File: src/design/assert_macros.svh
// ----------------------------------------------------------------------------
// Assertion macros
// Shared concurrent assertion forms for the branch predictor RTL.
// ----------------------------------------------------------------------------
`ifndef ASSERT_MACROS_SVH
`define ASSERT_MACROS_SVH

// same-cycle implication
`define ASSERT_IMPL(label, clk, rst, ante, cons) \
   label: assert property (@(posedge clk) disable iff (rst) (ante) |-> (cons)) \
      else $error("assertion failed: same-cycle implication");

// next-cycle implication
`define ASSERT_NEXT(label, clk, rst, ante, cons) \
   label: assert property (@(posedge clk) disable iff (rst) (ante) |=> (cons)) \
      else $error("assertion failed: next-cycle implication");

`endif

File: src/design/gbp_pkg.sv
// ----------------------------------------------------------------------------
// gbp_pkg
// Constants and codes shared by the global history branch predictor.
// ----------------------------------------------------------------------------
`timescale 1ns / 1ps

package gbp_pkg;

   localparam int ADDR_W      = 64;
   localparam int HIST_W      = 64;
   localparam int MAX_ENTRIES = 1024;
   localparam int IDX_W       = $clog2(MAX_ENTRIES);
   localparam int SIZE_W      = 11;
   localparam int HBITS_W     = 7;
   localparam int CSR_IDX_W   = 2;
   localparam int CSR_DATA_W  = 11;
   localparam int STEP_W      = $clog2(ADDR_W + 1);

   localparam logic [SIZE_W-1:0]  TABLE_ENTRIES_RESET = SIZE_W'(256);
   localparam logic [SIZE_W-1:0]  SIZE_MAX            = SIZE_W'(MAX_ENTRIES);
   localparam logic [HBITS_W-1:0] HIST_MAX            = HBITS_W'(HIST_W);
   localparam logic [STEP_W-1:0]  DIV_STEPS           = STEP_W'(ADDR_W);

   localparam logic [1:0] CTR_MIN   = 2'd0;
   localparam logic [1:0] CTR_RESET = 2'd1;
   localparam logic [1:0] CTR_MAX   = 2'd3;

   localparam logic [CSR_IDX_W-1:0] CSR_TABLE_ENTRIES = CSR_IDX_W'(0);
   localparam logic [CSR_IDX_W-1:0] CSR_HISTORY_BITS  = CSR_IDX_W'(1);

endpackage

File: src/design/gbp_divider.sv
// ----------------------------------------------------------------------------
// gbp_divider
// Restoring remainder unit: one dividend bit per cycle.
// ----------------------------------------------------------------------------
`timescale 1ns / 1ps

module gbp_divider
   import gbp_pkg::*;
(
   input  logic              clock,
   input  logic              reset,
   input  logic              start,
   input  logic [ADDR_W-1:0] dividend,
   input  logic [SIZE_W-1:0] divisor,
   output logic              done,
   output logic [IDX_W-1:0]  remainder
);

   logic              busy_ff, busy_in;
   logic              done_ff, done_in;
   logic [STEP_W-1:0] step_ff, step_in;
   logic [ADDR_W-1:0] dvd_ff, dvd_in;
   logic [SIZE_W-1:0] dvs_ff, dvs_in;
   logic [IDX_W-1:0]  rem_ff, rem_in;
   logic [SIZE_W-1:0] trial;
   logic [SIZE_W-1:0] diff;

   always_comb begin
      trial   = {rem_ff, dvd_ff[ADDR_W-1]};
      diff    = trial - dvs_ff;
      busy_in = busy_ff;
      done_in = 1'b0;
      step_in = step_ff;
      dvd_in  = dvd_ff;
      dvs_in  = dvs_ff;
      rem_in  = rem_ff;
      if (start) begin
         busy_in = 1'b1;
         step_in = DIV_STEPS;
         dvd_in  = dividend;
         dvs_in  = divisor;
         rem_in  = '0;
      end else if (busy_ff) begin
         dvd_in  = {dvd_ff[ADDR_W-2:0], 1'b0};
         rem_in  = (trial >= dvs_ff) ? diff[IDX_W-1:0] : trial[IDX_W-1:0];
         step_in = step_ff - STEP_W'(1);
         if (step_ff == STEP_W'(1)) begin
            busy_in = 1'b0;
            done_in = 1'b1;
         end
      end
   end

   always_ff @(posedge clock) begin
      if (reset) begin
         busy_ff <= 1'b0;
         done_ff <= 1'b0;
         step_ff <= '0;
      end else begin
         busy_ff <= busy_in;
         done_ff <= done_in;
         step_ff <= step_in;
      end
      dvd_ff <= dvd_in;
      dvs_ff <= dvs_in;
      rem_ff <= rem_in;
   end

   assign done      = done_ff;
   assign remainder = rem_ff;

endmodule

File: src/design/global_history_branch_predictor_top.sv
// ----------------------------------------------------------------------------
// global_history_branch_predictor_top
// Gshare-style predictor update path: history shift, hashed index, counter
// check and update, one misprediction flag per resolved branch.
//
//   channel  direction  handshake          payload
//   req      in         req_valid/stall    branch_address, taken
//   rsp      out        rsp_valid/stall    mispredicted
//   csr      in         csr_write_enable   csr_index, csr_write_data
//
// Each branch passes from transfer to result through a hash state, the
// remainder steps and the registered done flag, a counter read, an update and
// the result load. After reset a clearing pass over all 1024 entries sets
// every counter to weakly not taken; req_stall stays high meanwhile. The
// result sits in an output register: a held rsp_stall lets the next transfer
// in but delays its result load, and req_stall stays high until that load.
// ----------------------------------------------------------------------------
`timescale 1ns / 1ps
`include "assert_macros.svh"

module global_history_branch_predictor_top
   import gbp_pkg::*;
(
   input  logic                  clock,
   input  logic                  reset,
   input  logic                  req_valid,
   output logic                  req_stall,
   input  logic [ADDR_W-1:0]     req_branch_address,
   input  logic                  req_taken,
   output logic                  rsp_valid,
   input  logic                  rsp_stall,
   output logic                  rsp_mispredicted,
   input  logic                  csr_write_enable,
   input  logic [CSR_IDX_W-1:0]  csr_index,
   input  logic [CSR_DATA_W-1:0] csr_write_data
);

   typedef enum logic [2:0] {
      ST_CLEAR,
      ST_IDLE,
      ST_HASH,
      ST_DIVIDE,
      ST_READ,
      ST_UPDATE,
      ST_RESPOND
   } state_type;

   state_type          state_ff, state_in;
   logic [IDX_W-1:0]   clr_ff, clr_in;
   logic [SIZE_W-1:0]  entries_ff, entries_in;
   logic [HBITS_W-1:0] hbits_ff, hbits_in;
   logic [HIST_W-1:0]  hist_ff, hist_in;
   logic [ADDR_W-1:0]  addr_ff, addr_in;
   logic               taken_ff, taken_in;
   logic [IDX_W-1:0]   idx_ff, idx_in;
   logic               miss_ff, miss_in;
   logic               rsp_valid_ff, rsp_valid_in;
   logic               rsp_miss_ff, rsp_miss_in;

   logic [1:0]         ctr_mem [MAX_ENTRIES];
   logic [1:0]         rdata_ff;
   logic               mem_we;
   logic [IDX_W-1:0]   mem_waddr;
   logic [1:0]         mem_wdata;

   logic [SIZE_W-1:0]  act_size;
   logic [HBITS_W-1:0] act_hbits;
   logic [HBITS_W-1:0] shamt;
   logic [ADDR_W-1:0]  hashed;
   logic [1:0]         ctr_next;
   logic               req_xfer;
   logic               rsp_xfer;
   logic               div_start;
   logic               div_done;
   logic [IDX_W-1:0]   div_rem;

   always_comb begin
      priority if (entries_ff == '0) begin
         act_size = SIZE_W'(1);
      end else if (entries_ff > SIZE_MAX) begin
         act_size = SIZE_MAX;
      end else begin
         act_size = entries_ff;
      end
      act_hbits = (hbits_ff > HIST_MAX) ? HIST_MAX : hbits_ff;
      shamt     = HIST_MAX - act_hbits;
      hashed    = (act_hbits == '0) ? addr_ff
                                    : (addr_ff ^ (hist_ff << shamt[$clog2(HIST_W)-1:0]));
      if (taken_ff) begin
         ctr_next = (rdata_ff == CTR_MAX) ? CTR_MAX : rdata_ff + 2'd1;
      end else begin
         ctr_next = (rdata_ff == CTR_MIN) ? CTR_MIN : rdata_ff - 2'd1;
      end
   end

   assign req_xfer  = req_valid && !req_stall;
   assign rsp_xfer  = rsp_valid_ff && !rsp_stall;
   assign div_start = (state_ff == ST_HASH);

   gbp_divider u_divider (
      .clock     (clock),
      .reset     (reset),
      .start     (div_start),
      .dividend  (hashed),
      .divisor   (act_size),
      .done      (div_done),
      .remainder (div_rem)
   );

   always_comb begin
      state_in     = state_ff;
      clr_in       = clr_ff;
      entries_in   = entries_ff;
      hbits_in     = hbits_ff;
      hist_in      = hist_ff;
      addr_in      = addr_ff;
      taken_in     = taken_ff;
      idx_in       = idx_ff;
      miss_in      = miss_ff;
      rsp_valid_in = rsp_valid_ff && !rsp_xfer;
      rsp_miss_in  = rsp_miss_ff;
      mem_we       = 1'b0;
      mem_waddr    = idx_ff;
      mem_wdata    = ctr_next;

      if (csr_write_enable) begin
         unique case (csr_index)
            CSR_TABLE_ENTRIES: entries_in = csr_write_data[SIZE_W-1:0];
            CSR_HISTORY_BITS:  hbits_in   = csr_write_data[HBITS_W-1:0];
            default: ;
         endcase
      end

      unique case (state_ff)
         ST_CLEAR: begin
            mem_we    = 1'b1;
            mem_waddr = clr_ff;
            mem_wdata = CTR_RESET;
            clr_in    = clr_ff + IDX_W'(1);
            if (clr_ff == IDX_W'(MAX_ENTRIES - 1)) begin
               state_in = ST_IDLE;
            end
         end
         ST_IDLE: begin
            if (req_xfer) begin
               addr_in  = req_branch_address;
               taken_in = req_taken;
               hist_in  = (act_hbits == '0) ? '0 : {hist_ff[HIST_W-2:0], req_taken};
               state_in = ST_HASH;
            end
         end
         ST_HASH: begin
            state_in = ST_DIVIDE;
         end
         ST_DIVIDE: begin
            if (div_done) begin
               idx_in   = div_rem;
               state_in = ST_READ;
            end
         end
         ST_READ: begin
            state_in = ST_UPDATE;
         end
         ST_UPDATE: begin
            mem_we   = 1'b1;
            miss_in  = taken_ff ^ rdata_ff[1];
            state_in = ST_RESPOND;
         end
         ST_RESPOND: begin
            if (!rsp_valid_ff || rsp_xfer) begin
               rsp_valid_in = 1'b1;
               rsp_miss_in  = miss_ff;
               state_in     = ST_IDLE;
            end
         end
         default: state_in = ST_CLEAR;
      endcase
   end

   always_ff @(posedge clock) begin
      if (reset) begin
         state_ff     <= ST_CLEAR;
         clr_ff       <= '0;
         entries_ff   <= TABLE_ENTRIES_RESET;
         hbits_ff     <= '0;
         hist_ff      <= '0;
         rsp_valid_ff <= 1'b0;
      end else begin
         state_ff     <= state_in;
         clr_ff       <= clr_in;
         entries_ff   <= entries_in;
         hbits_ff     <= hbits_in;
         hist_ff      <= hist_in;
         rsp_valid_ff <= rsp_valid_in;
      end
      addr_ff     <= addr_in;
      taken_ff    <= taken_in;
      idx_ff      <= idx_in;
      miss_ff     <= miss_in;
      rsp_miss_ff <= rsp_miss_in;
   end

   // counter table: one write port, registered read at the current index
   always_ff @(posedge clock) begin
      if (mem_we) begin
         ctr_mem[mem_waddr] <= mem_wdata;
      end
      rdata_ff <= ctr_mem[idx_ff];
   end

   assign req_stall        = (state_ff != ST_IDLE);
   assign rsp_valid        = rsp_valid_ff;
   assign rsp_mispredicted = rsp_miss_ff;

   `ASSERT_IMPL(a_done_in_divide, clock, reset, div_done, state_ff == ST_DIVIDE)
   `ASSERT_IMPL(a_index_in_range, clock, reset, state_ff == ST_READ, (({1'b0, idx_ff}) < act_size))
   `ASSERT_NEXT(a_accept_to_hash, clock, reset, req_xfer, state_ff == ST_HASH)
   `ASSERT_IMPL(a_no_history_when_off, clock, reset, ((state_ff == ST_HASH) && (act_hbits == '0)), hist_ff == '0)

endmodule
File: config.mk
export PLATFORM = sky130hd
export DESIGN_NAME = global_history_branch_predictor_top
export DESIGN_NICKNAME = d
export VERILOG_FILES = /design/src/design/gbp_pkg.sv /design/src/design/gbp_divider.sv /design/src/design/global_history_branch_predictor_top.sv
export VERILOG_INCLUDE_DIRS = /design/src /design/src/design
export SDC_FILE = /design/constraint.sdc
export NUM_CORES = 2
export LEC_CHECK = 0
export BUFFER_PORTS_ARGS = -buffer_cell sky130_fd_sc_hd__buf_2
export CAP_MARGIN = 10
export CORE_MARGIN = 10
export CORE_UTILIZATION = 59
export CTS_BUF_LIST = sky130_fd_sc_hd__clkbuf_4 sky130_fd_sc_hd__clkbuf_8 sky130_fd_sc_hd__clkbuf_16
export DETAILED_ROUTE_END_ITERATION = 8
export PLACE_DENSITY = 0.75
export SYNTH_ARGS = -nofsm -noshare
export SYNTH_HDL_FRONTEND = slang
export SYNTH_HIERARCHICAL = 1
export SYNTH_SLANG_ARGS = --single-unit
File: constraint.sdc
create_clock -name clock -period 78.3 [get_ports clock]
set_input_delay 3.915 -clock clock [delete_from_list [all_inputs] [get_ports clock]]
set_output_delay 3.915 -clock clock [all_outputs]
set_load 0.05 [all_outputs]
==> key figures <==
Detailed routing
  – Vias after detailed routing: 57,118
  – Drt drc: 0
  – DRT Wirelength: 255 mm
  – Routed wire per std cell: 30.1 um
  – Routed Antenna Nets: 0
  – 1st-pass router iterations: 7
  – Vias/cell: 6.74
  – Initial DRC Count: 8,839

STA
  – Worst rel slew slack: 3.62%
  – Sum Neg Setup Slack: 0 ps
  – Final setup fails: 0
  – Layout Skew: 58.2 ps
  – F_max: 168 MHz
  – Tcrit/Tclk final: 7.59%
  – Count of pins over their slew limit: 0
  – Worst-Margin Slew: 1440 ps
  – Final Hold Violating Endpoints: 0
  – Unrepaired setup endpoints after global routing: false
  – Min Tclk post-route: 5940 ps

Setup path
  – Setup CP Type: reg -> out
  – CP Launch Type: flip-flop
  – Crit path arrival time: 2030 ps
  – Register-to-Register Path Depth: 12
  – CP endpoint kind: output port
  – CP required: 74,390 ps
  – R2R setup slack: 72,670 ps
  – CP Max Fanout: 11

Global route
  – Total gr overflow: 0
  – Initial antenna violation count: 9
  – Vias in the first global route: 56,254
  – Largest net degree at the start of global routing: 250
  – Total Routing Usage GR: 27.2%
  – First-pass GRT wire length: 373 mm

Clocking
  – Post-CTS Setup Inserts: 0
  – CTS Buf Count: 218
  – Clock transition at path regs: 60 ps
  – Hold_buf cts: 0
  – Num Clock Sinks: 2,317
  – Root buffer cell: clkbuf_16
  – Worst-Skew Late Latency: 870 ps
  – Post-CTS Resized: 0
  – CTS HTree Levels: 4
  – CTS tree: built
  – Max Root-Sink Buffers: 3

Logic synthesis
  – Most frequent cell after synthesis: edfxtp_1
  – Post-synthesis average cell area: 16.2 sq um
  – Flops & latches, synth: 2,317
  – Distinct cells, synth: 81
  – Synth area leader: edfxtp_1
  – Post-synth EDFFs: 2,200
  – Yosys warnings: 6
  – Top_reg_cell synth: edfxtp_1
  – Top-area cell type share of the netlist area: 66.9%
  – Post-synth net total: 6,209
  – Synth top cells by count: 2,200 x edfxtp_1, 1,245 x nor2_1, 514 x mux4_2
  – Mapped Area: 98,700 sq um
  – Ranking of synthesized cells by area: edfxtp_1 67%, mux4_2 12%, nor2_1 4.7%, mux2i_1 3.3%, dfxtp_1 2.4%
  – Async S/R FF share, synth: 0%
  – Cell count after synthesis: 6,110
  – Seq/Total Area, Yosys: 69.3%

Pwr
  – Leak pwr: 33.9 nW
  – P per Cell Area: 22.8 nW/um^2
  – Worst vdd ir: 0.0233 mV

Place
  – IO buf count: 85
  – Final Wtd Congestion: 0.885
  – Cells after DPL: 8,049
  – Post-DP HPWL: 146 mm

Cells and area
  – Post-route insts no fill: 8,476
  – Area Overhead vs Synth: 9.73%
  – Fraction of layout cells with a size suffix above 1: 20.0%
  – Final nets: 6,175

Floorplanning
  – Die X: 429 um
  – IO Pins: 86
  – Rows: 150
  – Die Height: 429 um
  – Core area: 167,000 sq um
  – Die footprint: 184,000 sq um
  – Initial Util: 59.2%

Job
  – Max_cap viols: 0

Hold path
  – HP Class: reg -> reg
  – WHS Path Cells: 1

Outcome
  – Status: complete, no violations
[registers in the layout, summed over array words and instances, names as in the netlist, 2 cells and up]
register	count
u_divider/dvs_ff	11
entries_ff	11
rdata_ff	2
u_divider/remainder	10
hist_ff	64
ctr_mem	2048
u_divider/step_ff	7
idx_ff	10
u_divider/dvd_ff	64
clr_ff	10
state_ff	3
hbits_ff	7
addr_ff	64
[cell families (layout without fill, tap and decap cells)]
group / after synthesis / after routing / synth area share (%)
XOR/XNOR: 86 / 86 / 0.763
multiplexers: 926 / 926 / 16.0
flip-flops: 2317 / 2317 / 69.3
buffers and inverters: 507 / 663 / 2.64
other: 0 / 6 / 0
AO/OA/AOI/OAI: 584 / 584 / 4.19
AND/OR/NAND/NOR: 1674 / 1674 / 6.89
adder cells (fa/ha/maj): 16 / 16 / 0.210
[where the power goes]
| part | internal, mW | switching (mW) | total (mW) |
|---|---|---|---|
| Combinational | 0.0215 | 0.0403 | 0.0619 |
| Sequential | 1.34 | 0.00448 | 1.34 |
| Clock | 0.605 | 0.462 | 1.07 |
[layer usage]
metal | track usage, % | routed length [um] | up-vias | share of wire (%)
met5 | 0 | 116 | - | 0.045
met4 | 8.64 | 8690 | 14 | 3.4
met3 | 7.98 | 35900 | 599 | 14
met2 | 41.1 | 117000 | 3882 | 46
met1 | 38.3 | 93400 | 28903 | 37
li1 | - | - | 23720 | -
[worst max-delay path, stage by stage, from the launching register on]
cell and delay (ps):
dfxtp_1 520, nand2b_1 130, or2_2 280, buf_2 210
[through the flow]
step	total power, mW	setup WS, ps	cell area (sq um)	util, %	hold slack (ps)
2_1_floorplan	1.41	30270	98700	-	400
3_3_place_gp	1.43	72180	101000	60.4	455
3_5_place_dp	1.43	72120	101000	60.4	454
4_1_cts	2.48	72320	108000	64.8	463
6_report	2.47	72360	108000	65.0	460
5_1_grt	2.54	72240	108000	65.0	474
[worst paths after layout]
| check | to | from |
|---|---|---|
| max | req_stall | state_ff[0]$_SDFFE_PP0P_ |
| min | state_ff[1]$_SDFFE_PP0P_ | u_divider/done$_SDFF_PP0_ |
| max reg2reg | rdata_ff[0]$_DFF_P_ | idx_ff[3]$_DFFE_PP_ |
| min reg2reg | state_ff[1]$_SDFFE_PP0P_ | u_divider/done$_SDFF_PP0_ |
[cells in the final DEF, fill, tap and decap left out, drive strengths merged, types with 12 or more instances in the layout]
cell type and n:
nor4 12, inv 32, nand2 212, nand3 32
dfxtp 117, clkinv 113, a22o 13, bufinv 21
or3 12, mux4 514, buf 223, nor3 44
nor2b 27, xnor2 40, mux2i 329, a22oi 111
nand2b 17, nor2 1249, a21oi 112, nand4 14
o22ai 48, o21ai 50, a211oi 63, mux2 83
clkbuf 272, edfxtp 2200, ha 15, o221ai 84
xor2 46, and3 21
[layout make-up]
class / instances / area, sq um
clock buffer: 272 / 5870
antenna: 6 / 15.0
clock inverter: 138 / 1460
fill: 11211 / 58300
multi-input combinational: 3286 / 27900
sequential: 2317 / 68400
inverter: 30 / 116
tap: 2204 / 2760
timing repair buffer: 223 / 1790
(Power assumes the default switching activity.)
